File: src/rtl/slli_pkg.sv
`timescale 1ns / 1ps
`default_nettype none
// ----------------------------------------------------------------------------
// slli_pkg: shared types and constants of the light level interpolator
// Transaction structs, mode codes, register indexes and divider interface.
// ----------------------------------------------------------------------------
package slli_pkg;

  localparam int LEVEL_W       = 12;
  localparam int MIN_W         = 11;
  localparam int TIME_W        = 27;
  localparam int QUOT_W        = 12;
  localparam int NUM_W         = QUOT_W + TIME_W;
  localparam int DIV_CNT_W     = 4;
  localparam int MS_PER_MINUTE = 60 * 1000;

  localparam int CFG_IDX_W  = 1;
  localparam int CFG_DATA_W = 5;
  localparam logic [CFG_IDX_W-1:0] CFG_POINT_COUNT = 1'd0;
  localparam logic [CFG_IDX_W-1:0] CFG_OVERRIDE_EN = 1'd1;

  typedef enum logic [1:0] {
    MODE_WR_TIME  = 2'd0,
    MODE_WR_LEVEL = 2'd1,
    MODE_WR_OVR   = 2'd2,
    MODE_TICK     = 2'd3
  } mode_t;

  typedef struct packed {
    mode_t             mode;
    logic [3:0]        point_index;
    logic [2:0]        channel;
    logic [11:0]       value;
    logic [TIME_W-1:0] now_ms;
  } cmd_t;

  typedef struct packed {
    logic [2:0]         out_channel;
    logic [LEVEL_W-1:0] level;
    logic               last;
  } result_t;

  typedef struct packed {
    logic              start;
    logic [NUM_W-1:0]  num;
    logic [TIME_W-1:0] den;
  } div_req_t;

  typedef struct packed {
    logic              done;
    logic [QUOT_W-1:0] quot;
  } div_rsp_t;

  typedef enum logic [3:0] {
    ST_IDLE,
    ST_OVR,
    ST_SRCH_RD,
    ST_SRCH_MUL,
    ST_SRCH_CMP,
    ST_SETUP,
    ST_CH_RD,
    ST_CH_DIFF,
    ST_CH_MUL,
    ST_CH_START,
    ST_CH_DIV,
    ST_CH_OUT
  } state_t;

endpackage
`default_nettype wire

File: src/rtl/slli_divider.sv
`timescale 1ns / 1ps
`default_nettype none
// ----------------------------------------------------------------------------
// slli_divider: restoring divider, one quotient bit per cycle
// Numerator is known to be below den << QUOT_W, so QUOT_W steps suffice.
// ----------------------------------------------------------------------------
module slli_divider (
  input  wire logic                clk,
  input  wire logic                rst,
  input  wire slli_pkg::div_req_t  req,
  output slli_pkg::div_rsp_t       rsp
);

  logic [slli_pkg::NUM_W-1:0]     rem;
  logic [slli_pkg::NUM_W-1:0]     dsh;
  logic [slli_pkg::QUOT_W-1:0]    quot;
  logic [slli_pkg::DIV_CNT_W-1:0] cnt;
  logic                           run;
  logic                           done;
  logic                           fits;

  assign fits = (rem >= dsh);

  always_ff @(posedge clk) begin
    if (rst) begin
      run  <= 1'b0;
      done <= 1'b0;
      cnt  <= '0;
    end else begin
      done <= run && (cnt == slli_pkg::DIV_CNT_W'(1));
      if (req.start) begin
        run <= 1'b1;
        cnt <= slli_pkg::DIV_CNT_W'(slli_pkg::QUOT_W);
      end else if (run) begin
        cnt <= cnt - slli_pkg::DIV_CNT_W'(1);
        if (cnt == slli_pkg::DIV_CNT_W'(1)) begin
          run <= 1'b0;
        end
      end
    end
  end

  always_ff @(posedge clk) begin
    if (req.start) begin
      rem  <= req.num;
      dsh  <= slli_pkg::NUM_W'(req.den) << (slli_pkg::QUOT_W - 1);
      quot <= '0;
    end else if (run) begin
      if (fits) begin
        rem <= rem - dsh;
      end
      quot <= {quot[slli_pkg::QUOT_W-2:0], fits};
      dsh  <= dsh >> 1;
    end
  end

  assign rsp.done = done;
  assign rsp.quot = quot;

endmodule
`default_nettype wire

File: src/rtl/scheduled_light_level_interpolator_core.sv
`timescale 1ns / 1ps
`default_nettype none
// Writes complete at acceptance. An override tick gives one result per cycle,
//   CHANNELS results starting the cycle after acceptance. A schedule tick reads each point
//   time, converts it (minute-to-ms multiply) and compares it, runs a setup step, then per
//   channel reads levels, subtracts, multiplies and divides in the 12-step shared divider.
// Throughput: one transaction at a time; busy stays high until the last result is out.
// Reset (rst, synchronous): control regs cleared, override levels zero; receiver cannot stall.
// ----------------------------------------------------------------------------
// scheduled_light_level_interpolator_core: schedule-based PWM level interpolator
// Stores point times and levels. A tick emits the override levels, or searches the schedule
// and emits a linearly interpolated level per channel through a shared divider.
// ----------------------------------------------------------------------------
module scheduled_light_level_interpolator_core #(
  parameter int MAX_POINTS = 16,
  parameter int CHANNELS   = 8
) (
  input  wire logic                                clk,
  input  wire logic                                rst,
  // command channel
  input  wire logic                                start,
  output logic                                     busy,
  input  wire slli_pkg::cmd_t                      cmd,
  // result channel, one-cycle strobe
  output logic                                     strobe,
  output slli_pkg::result_t                        result,
  // configuration write port
  input  wire logic                                cfg_wr_en,
  input  wire logic [slli_pkg::CFG_IDX_W-1:0]      cfg_index,
  input  wire logic [slli_pkg::CFG_DATA_W-1:0]     cfg_data
);

  // Index widths derived from the parameters.
  localparam int PW  = (MAX_POINTS > 1) ? $clog2(MAX_POINTS) : 1;  // point address
  localparam int CW  = $clog2(MAX_POINTS + 1);                      // point counter
  localparam int CHW = (CHANNELS > 1) ? $clog2(CHANNELS) : 1;      // channel counter
  localparam int LWR = $clog2(MAX_POINTS * CHANNELS);
  localparam int LW  = (LWR > 0) ? LWR : 1;                         // level address

  localparam int LVL_W = slli_pkg::LEVEL_W;
  localparam int TW    = slli_pkg::TIME_W;

  // --------------------------------------------------------------------------
  // Configuration registers
  // --------------------------------------------------------------------------
  logic [4:0] point_count;
  logic       override_en;

  always_ff @(posedge clk) begin
    if (rst) begin
      point_count <= '0;
      override_en <= 1'b0;
    end else if (cfg_wr_en) begin
      case (cfg_index)
        slli_pkg::CFG_POINT_COUNT: point_count <= cfg_data;
        slli_pkg::CFG_OVERRIDE_EN: override_en <= cfg_data[0];
        default: ;
      endcase
    end
  end

  // --------------------------------------------------------------------------
  // Sequencer state and working registers
  // --------------------------------------------------------------------------
  slli_pkg::state_t state, state_next;

  logic                        accept;
  logic [CW-1:0]               n_eff;     // clamped point count at accept time
  logic [CW-1:0]               n_q;
  logic [CW-1:0]               p;         // search index / end point
  logic [CW-1:0]               p_inc;
  logic [CW-1:0]               prev_idx;  // start point
  logic [CHW-1:0]              ch;
  logic                        ch_last;
  logic [TW-1:0]               now_q;
  logic [slli_pkg::MIN_W-1:0]  time_q;    // point time read back, minutes
  logic [TW-1:0]               t_ms;      // point time in ms
  logic [TW-1:0]               prev_ms;   // time of previous examined point
  logic [TW-1:0]               den_ms;    // t1 - t0
  logic [TW-1:0]               e_ms;      // now - t0
  logic                        den_zero;
  logic                        found;
  logic [LVL_W-1:0]            a_q;       // level at start point
  logic [LVL_W-1:0]            b_q;       // level at end point
  logic [LVL_W-1:0]            absd;
  logic                        neg;
  logic [LVL_W:0]              diff;
  logic [LVL_W:0]              interp;
  logic [slli_pkg::NUM_W-1:0]  prod;
  logic [LW-1:0]               lvl_addr_a;
  logic [LW-1:0]               lvl_addr_b;

  slli_pkg::div_req_t div_req;
  slli_pkg::div_rsp_t div_rsp;

  // Storage
  logic [slli_pkg::MIN_W-1:0]  point_time     [MAX_POINTS];
  logic [LVL_W-1:0]            point_level    [MAX_POINTS * CHANNELS];
  logic [LVL_W-1:0]            override_level [CHANNELS];

  assign accept  = start && !busy;
  assign n_eff   = (int'(point_count) > MAX_POINTS) ? CW'(MAX_POINTS) : CW'(point_count);
  assign p_inc   = p + CW'(1);
  assign ch_last = (ch == CHW'(CHANNELS - 1));
  assign found   = (t_ms > now_q);

  assign lvl_addr_a = LW'(int'(prev_idx) * CHANNELS + int'(ch));
  assign lvl_addr_b = LW'(int'(p) * CHANNELS + int'(ch));

  // level difference, sign and magnitude
  assign diff = {1'b0, b_q} - {1'b0, a_q};

  // start level moved toward the target by the truncated quotient
  assign interp = neg ? ({1'b0, a_q} - {1'b0, div_rsp.quot})
                      : ({1'b0, a_q} + {1'b0, div_rsp.quot});

  // --------------------------------------------------------------------------
  // Next state
  // --------------------------------------------------------------------------
  always_comb begin
    state_next = state;
    case (state)
      slli_pkg::ST_IDLE: begin
        if (accept && (cmd.mode == slli_pkg::MODE_TICK)) begin
          if (override_en) begin
            state_next = slli_pkg::ST_OVR;
          end else if (n_eff != '0) begin
            state_next = slli_pkg::ST_SRCH_RD;
          end
        end
      end
      slli_pkg::ST_OVR: begin
        if (ch_last) begin
          state_next = slli_pkg::ST_IDLE;
        end
      end
      slli_pkg::ST_SRCH_RD:  state_next = slli_pkg::ST_SRCH_MUL;
      slli_pkg::ST_SRCH_MUL: state_next = slli_pkg::ST_SRCH_CMP;
      slli_pkg::ST_SRCH_CMP: begin
        if (found) begin
          state_next = slli_pkg::ST_SETUP;
        end else if (p_inc >= n_q) begin
          // no point after now: tick is silent
          state_next = slli_pkg::ST_IDLE;
        end else begin
          state_next = slli_pkg::ST_SRCH_RD;
        end
      end
      slli_pkg::ST_SETUP:    state_next = slli_pkg::ST_CH_RD;
      slli_pkg::ST_CH_RD:    state_next = slli_pkg::ST_CH_DIFF;
      slli_pkg::ST_CH_DIFF:  state_next = slli_pkg::ST_CH_MUL;
      slli_pkg::ST_CH_MUL:   state_next = slli_pkg::ST_CH_START;
      slli_pkg::ST_CH_START: state_next = slli_pkg::ST_CH_DIV;
      slli_pkg::ST_CH_DIV: begin
        if (div_rsp.done) begin
          state_next = slli_pkg::ST_CH_OUT;
        end
      end
      slli_pkg::ST_CH_OUT: begin
        state_next = ch_last ? slli_pkg::ST_IDLE : slli_pkg::ST_CH_RD;
      end
      default: state_next = slli_pkg::ST_IDLE;
    endcase
  end

  always_ff @(posedge clk) begin
    if (rst) begin
      state <= slli_pkg::ST_IDLE;
    end else begin
      state <= state_next;
    end
  end

  // --------------------------------------------------------------------------
  // Outputs
  // --------------------------------------------------------------------------
  always_comb begin
    busy          = (state != slli_pkg::ST_IDLE);
    strobe        = 1'b0;
    result        = '0;
    div_req.start = 1'b0;
    div_req.num   = prod;
    div_req.den   = den_ms;
    case (state)
      slli_pkg::ST_OVR: begin
        strobe             = 1'b1;
        result.out_channel = 3'(ch);
        result.level       = override_level[ch];
        result.last        = ch_last;
      end
      slli_pkg::ST_CH_START: begin
        div_req.start = 1'b1;
      end
      slli_pkg::ST_CH_OUT: begin
        strobe             = 1'b1;
        result.out_channel = 3'(ch);
        result.level       = den_zero ? b_q : interp[LVL_W-1:0];
        result.last        = ch_last;
      end
      default: ;
    endcase
  end

  // --------------------------------------------------------------------------
  // Counters (control)
  // --------------------------------------------------------------------------
  always_ff @(posedge clk) begin
    if (rst) begin
      p  <= '0;
      ch <= '0;
    end else begin
      case (state)
        slli_pkg::ST_IDLE: begin
          p  <= '0;
          ch <= '0;
        end
        slli_pkg::ST_OVR:      ch <= ch + CHW'(1);
        slli_pkg::ST_SRCH_CMP: if (!found) p <= p_inc;
        slli_pkg::ST_CH_OUT:   ch <= ch + CHW'(1);
        default: ;
      endcase
    end
  end

  // --------------------------------------------------------------------------
  // Datapath registers
  // --------------------------------------------------------------------------
  always_ff @(posedge clk) begin
    case (state)
      slli_pkg::ST_IDLE: begin
        now_q <= cmd.now_ms;
        n_q   <= n_eff;
      end
      slli_pkg::ST_SRCH_MUL: begin
        t_ms <= TW'(time_q) * TW'(slli_pkg::MS_PER_MINUTE);
      end
      slli_pkg::ST_SRCH_CMP: begin
        // only points at or before now become the ramp start
        if (!found) begin
          prev_ms <= t_ms;
        end
      end
      slli_pkg::ST_SETUP: begin
        // before the first point the ramp starts at midnight from the last point
        if (p == '0) begin
          prev_idx <= n_q - CW'(1);
          den_ms   <= t_ms;
          e_ms     <= now_q;
          den_zero <= (t_ms == '0);
        end else begin
          prev_idx <= p - CW'(1);
          den_ms   <= t_ms - prev_ms;
          e_ms     <= now_q - prev_ms;
          den_zero <= (t_ms == prev_ms);
        end
      end
      slli_pkg::ST_CH_DIFF: begin
        neg  <= diff[LVL_W];
        absd <= diff[LVL_W] ? LVL_W'(-diff) : diff[LVL_W-1:0];
      end
      slli_pkg::ST_CH_MUL: begin
        prod <= slli_pkg::NUM_W'(absd) * slli_pkg::NUM_W'(e_ms);
      end
      default: ;
    endcase
  end

  // --------------------------------------------------------------------------
  // Schedule memories: one write port, registered reads
  // --------------------------------------------------------------------------
  always_ff @(posedge clk) begin
    if (accept && (cmd.mode == slli_pkg::MODE_WR_TIME) && (int'(cmd.point_index) < MAX_POINTS))
    begin
      point_time[PW'(cmd.point_index)] <= cmd.value[slli_pkg::MIN_W-1:0];
    end
    if (state == slli_pkg::ST_SRCH_RD) begin
      time_q <= point_time[p[PW-1:0]];
    end
  end

  always_ff @(posedge clk) begin
    if (accept && (cmd.mode == slli_pkg::MODE_WR_LEVEL) &&
        (int'(cmd.point_index) < MAX_POINTS) && (int'(cmd.channel) < CHANNELS)) begin
      point_level[LW'(int'(cmd.point_index) * CHANNELS + int'(cmd.channel))] <= cmd.value;
    end
    if (state == slli_pkg::ST_CH_RD) begin
      a_q <= point_level[lvl_addr_a];
      b_q <= point_level[lvl_addr_b];
    end
  end

  // Override levels live in flops and reset to zero.
  always_ff @(posedge clk) begin
    if (rst) begin
      for (int i = 0; i < CHANNELS; i++) begin
        override_level[i] <= '0;
      end
    end else if (accept && (cmd.mode == slli_pkg::MODE_WR_OVR) &&
                 (int'(cmd.channel) < CHANNELS)) begin
      override_level[CHW'(cmd.channel)] <= cmd.value;
    end
  end

  // --------------------------------------------------------------------------
  // Shared divider
  // --------------------------------------------------------------------------
  slli_divider u_div (
    .clk (clk),
    .rst (rst),
    .req (div_req),
    .rsp (div_rsp)
  );

`ifndef SYNTHESIS
  // the final result of a run returns the block to idle
  a_last_ends_run: assert property (@(posedge clk) disable iff (rst)
    strobe && result.last |=> !busy)
    else $error("busy still high after last result");

  // results are never produced in the cycle a new transaction is taken
  a_no_strobe_on_accept: assert property (@(posedge clk) disable iff (rst)
    accept |-> !strobe)
    else $error("result strobe while accepting a transaction");

  // divider is only started when it has no division in flight
  a_div_start_idle: assert property (@(posedge clk) disable iff (rst)
    div_req.start |=> !div_rsp.done)
    else $error("divider done right after start");

  // a schedule result only appears once the divider has finished
  a_out_after_div: assert property (@(posedge clk) disable iff (rst)
    (state == slli_pkg::ST_CH_OUT) |-> $past(div_rsp.done))
    else $error("interpolated result without divider completion");
`endif

endmodule
`default_nettype wire
File: config.mk
export PLATFORM = sky130hd
export DESIGN_NAME = scheduled_light_level_interpolator_core
export DESIGN_NICKNAME = d
export VERILOG_FILES = /design/src/rtl/slli_pkg.sv /design/src/rtl/slli_divider.sv /design/src/rtl/scheduled_light_level_interpolator_core.sv
export SDC_FILE = /design/constraint.sdc
export NUM_CORES = 2
export LEC_CHECK = 0
export BUFFER_PORTS_ARGS = -buffer_cell sky130_fd_sc_hd__buf_2
export CORE_AREA = 2 2 424 426
export CTS_CLUSTER_DIAMETER = 30
export CTS_CLUSTER_SIZE = 14
export DETAILED_ROUTE_END_ITERATION = 16
export DIE_AREA = 0 0 426 428
export PLACE_DENSITY = 0.84
export SLEW_MARGIN = 20
export SYNTH_ARGS = -nofsm -noshare
export SYNTH_HDL_FRONTEND = slang
export SYNTH_SLANG_ARGS = --single-unit
File: constraint.sdc
create_clock -name clk -period 5.98 [get_ports clk]
set_clock_uncertainty 0.1 [all_clocks]
set_input_delay 0.897 -clock clk [delete_from_list [all_inputs] [get_ports clk]]
set_output_delay 0.897 -clock clk [all_outputs]
set_load 0.05 [all_outputs]
==> results.sh <==
export IMPL_wl_met3_um=34940
export IMPL_synth_warnings=0
export IMPL_synth_avg_cell_area_um2=16.40
export IMPL_max_cap_viol_count=0
export IMPL_rows=155
export IMPL_drv_slew=0
export IMPL_place_area_mm2=0.1067
export IMPL_endpoint_kind="register"
export IMPL_period_share_pct=98.37
export IMPL_syn_nets=6887
export IMPL_crit_buf_inv=7
export IMPL_crit_slowest_cell="fa_1"
export IMPL_worst_endpoint_arrival_ps=6440
export IMPL_synth_edf_count=2091
export IMPL_async_reset_ff_share_pct=0
export IMPL_final_design_area_no_fill_mm2=0.1200
export IMPL_firstDrtPassIters=6
export IMPL_ys_flop_type="edfxtp_1"
export IMPL_syn_inst=6252
export IMPL_critPathTopFamily="adder cells"
export IMPL_cts_max_level=5
export IMPL_layout_drive_gt1_share_pct=26.48
export IMPL_die_x_um=426
export IMPL_globalRouteOverflowTotal=0
export IMPL_ys_seq_area_share_pct=62.22
export IMPL_dieArea_mm2=0.1823
export IMPL_first_iter_violations=9558
export IMPL_crit_fanout=9
export IMPL_grt_pass1_wl_um=443700
export IMPL_seqCellArea_mm2=0.06381
export IMPL_dr_total_vias=63060
export IMPL_cts_tree="done"
export IMPL_hpwl_um=166000
export IMPL_drc=0
export IMPL_coreArea_mm2=0.1776
export IMPL_grt_pass1_vias=63760
export IMPL_dp_cells=8592
export IMPL_slowest_delay_ps=550
export IMPL_wirelength_um=307900
export IMPL_status="complete, no violations"
export IMPL_power_density_mw_per_mm2=331.3
export IMPL_finalSetupViolations=0
export IMPL_tightest_slew_ps=1222
export IMPL_worstSetupPathType="reg2reg"
export IMPL_cpMostUsedCell="fa_1"
export IMPL_max_freq_ghz=0.1700
export IMPL_hp_class="in2reg"
export IMPL_synthToLayoutAreaGrowth_pct=17.08
export IMPL_final_nets=7283
export IMPL_hold_viol_final=0
export IMPL_wl_met2_um=149100
export IMPL_grt_usage_pct=33.64
export IMPL_m1WireLength_um=99710
export IMPL_drt_antenna_violating_nets=0
export IMPL_routabilityCongestion=0.8992
export IMPL_antenna_found_initial=28
export IMPL_cts_buffers=375
export IMPL_cts_root_buf="clkbuf_16"
export IMPL_vdd_drop_max_mv=0.4430
export IMPL_viasPerCell=6.773
export IMPL_top_layer="met5"
export IMPL_synth_seq_cells=2141
export IMPL_io_pin_count=76
export IMPL_max_slew_margin_rel_pct=18.37
export IMPL_clock_sinks=2141
export IMPL_port_buffers=75
export IMPL_holdWs_ps=57.69
export IMPL_synth_cell_types=68
export IMPL_leakagePower_nw=41.98
export IMPL_fin_crit_ps=5882
export IMPL_wl_per_cell_um=33.06
export IMPL_critPathRequiredTime_ps=6530
export IMPL_grt_start_max_net_pins=102
export IMPL_syn_area_mm2=0.1025
export IMPL_initial_core_util_pct=57.72
export IMPL_n_fill_cell=10520
export IMPL_crit_path_start_kind="register"
export IMPL_path_cells="buf_8, buf_12, buf_4, buf_4, and2_1, fa_1, fa_1, inv_1, fa_1, inv_1, fa_1, fa_1, ha_4, nand2_1, a21oi_1, a221o_1, a21o_1, nand2_1, o311ai_1, buf_4, a31o_2, a21oi_2, xnor2_1"
export IMPL_cts_buffer_depth=4
export IMPL_multi_input_area_mm2=0.03622
export IMPL_rsz0062_at_grt="yes"
export IMPL_clkTransAtPathRegs_ps=40
export IMPL_instances_no_fill=9311
export IMPL_insertion_delay_ps=990
export IMPL_die_height_um=428
layout by cell type (no fill, tap or decap), types with 20 or more instances in the layout:
cell type	instances
clkbuf_16	380
buf_4	217
edfxtp_1	2091
xor2_1	48
xnor2_1	115
nor2b_1	32
mux4_2	583
mux2_2	192
nand3_1	50
o21bai_1	25
a21oi_1	194
clkinv_2	51
inv_1	467
clkbuf_1	47
and2_1	199
nand2b_1	26
buf_12	24
dfxtp_1	43
clkinvlp_4	41
nor2_1	238
nor2_2	86
nand4_1	24
bufinv_16	55
a21o_1	57
o21ai_0	97
ha_1	279
or2_2	20
nand2_1	407
buf_2	63
fa_1	290
nor3_1	54
o31ai_1	41
clkinv_4	21
mux2i_1	44
clkinv_1	44
layer usage:
| layer | vias up | global-route usage [%] |
|---|---|---|
| met5 | - | 0 |
| met4 | 22 | 21.00 |
| met3 | 1300 | 7.788 |
| met2 | 5390 | 54.03 |
| met1 | 31730 | 41.48 |
| li1 | 24620 | - |
final cells by class:
type	instances	area share, %
Sequential cell	2141	53.16
Multi-Input combinational cell	3338	30.18
Clock buffer	429	8.082
Tap cell	2355	2.455
Clock inverter	241	2.423
Timing Repair Buffer	322	2.206
Inverter	470	1.471
Antenna cell	15	0.03127
metrics by stage:
step,util (%),worst slack (ps),power (mW),setup TNS [ps]
2_1_floorplan,-,7.935,17.59,0
3_3_place_gp,59.99,-155.9,18.03,-252.6
3_5_place_dp,60.04,-185.4,18.09,-348.5
4_1_cts,67.27,-40.24,39.73,-45.40
5_1_grt,67.57,-131.9,40.41,-624.8
6_report,67.57,97.53,39.78,0
state kept, by name, summed over array words and instances (netlist names), 3 cells and up, named ones only:
name            count
time_q             11
prod               39
u_div.quot         12
den_ms             22
n_q                 5
b_q                12
point_time        176
point_count         5
u_div.cnt           4
state               4
t_ms               22
override_level     96
p                   5
u_div.dsh          38
prev_idx            4
prev_ms            22
e_ms               27
u_div.rem          39
a_q                12
point_level      1536
absd               12
ch                  3
now_q              27
Yosys cell counts (5+ instances only):
master / n / area, um^2
edfxtp_1: 2091 / 62790
mux4_2: 583 / 13130
inv_1: 469 / 1760
nand2_1: 409 / 1535
nor2_1: 325 / 1220
fa_1: 291 / 5826
ha_1: 286 / 3578
clkbuf_1: 232 / 870.8
a21oi_1: 205 / 1026
and2_1: 203 / 1270
mux2_2: 192 / 2162
xnor2_1: 115 / 1007
o21ai_0: 100 / 500.5
nor3_1: 58 / 290.3
a21o_1: 57 / 427.9
dfxtp_1: 50 / 1001
nand3_1: 50 / 250.2
xor2_1: 48 / 420.4
mux2i_1: 44 / 440.4
o31ai_1: 43 / 322.8
buf_2: 36 / 180.2
nor2b_1: 32 / 200.2
buf_1: 28 / 105.1
nand2b_1: 26 / 162.7
o21bai_1: 25 / 187.7
nand4_1: 24 / 150.1
a31oi_1: 20 / 125.1
or2_2: 20 / 125.1
o21a_1: 18 / 135.1
a211oi_1: 16 / 120.1
or3_1: 14 / 87.58
nor4_1: 12 / 75.07
and3_1: 11 / 68.82
o22ai_1: 11 / 68.82
a21boi_0: 8 / 60.06
o211ai_1: 8 / 60.06
or4_1: 8 / 60.06
nand3b_1: 7 / 52.55
o311ai_0: 6 / 52.55
o41ai_1: 6 / 52.55
a31o_2: 5 / 43.79
a41oi_1: 5 / 43.79
nor3b_1: 5 / 37.54
o31a_1: 5 / 43.79
path summary, 6_finish.rpt:
kind	startpoint	endpoint	slack [ps]	cells after the start
setup / recovery	absd[6]	prod[38]	100	23
hold reg to reg	now_q[1]	e_ms[1]	380	0
setup reg to reg	absd[6]	prod[38]	100	23
hold / removal	cmd[3]	now_q[3]	60	1
report_power, final:
group / total [mW] / internal, mW / switching [mW]
clock network: 21.9 / 14.0 / 7.85
logic: 1.28 / 0.431 / 0.854
registers: 16.6 / 16.6 / 0.0588
cells by family (layout without fill, tap and decap cells):
logic type | count (synthesis) | count (layout) | share of synthesized area (%)
multiplexers | 819 | 819 | 15.34
AO/OA/AOI/OAI | 564 | 564 | 3.415
AND/OR/NAND/NOR | 1215 | 1215 | 5.545
adder cells (fa/ha/maj) | 577 | 577 | 9.172
buffers and inverters | 773 | 1462 | 2.914
other | 0 | 15 | 0
XOR/XNOR | 163 | 163 | 1.392
flip-flops | 2141 | 2141 | 62.22
timing repair:
action | in CTS | in global routing
gates cloned | 0 | 1
hold endpoints to repair | 4 | 0
hold buffers | 4 | 0
pin swaps | 1 | 25
endpoints found under the setup margin | 6 | 16
buffers inserted | 16 | 12
resized for setup | 9 | 40
Power figures use the tool's default switching activity.
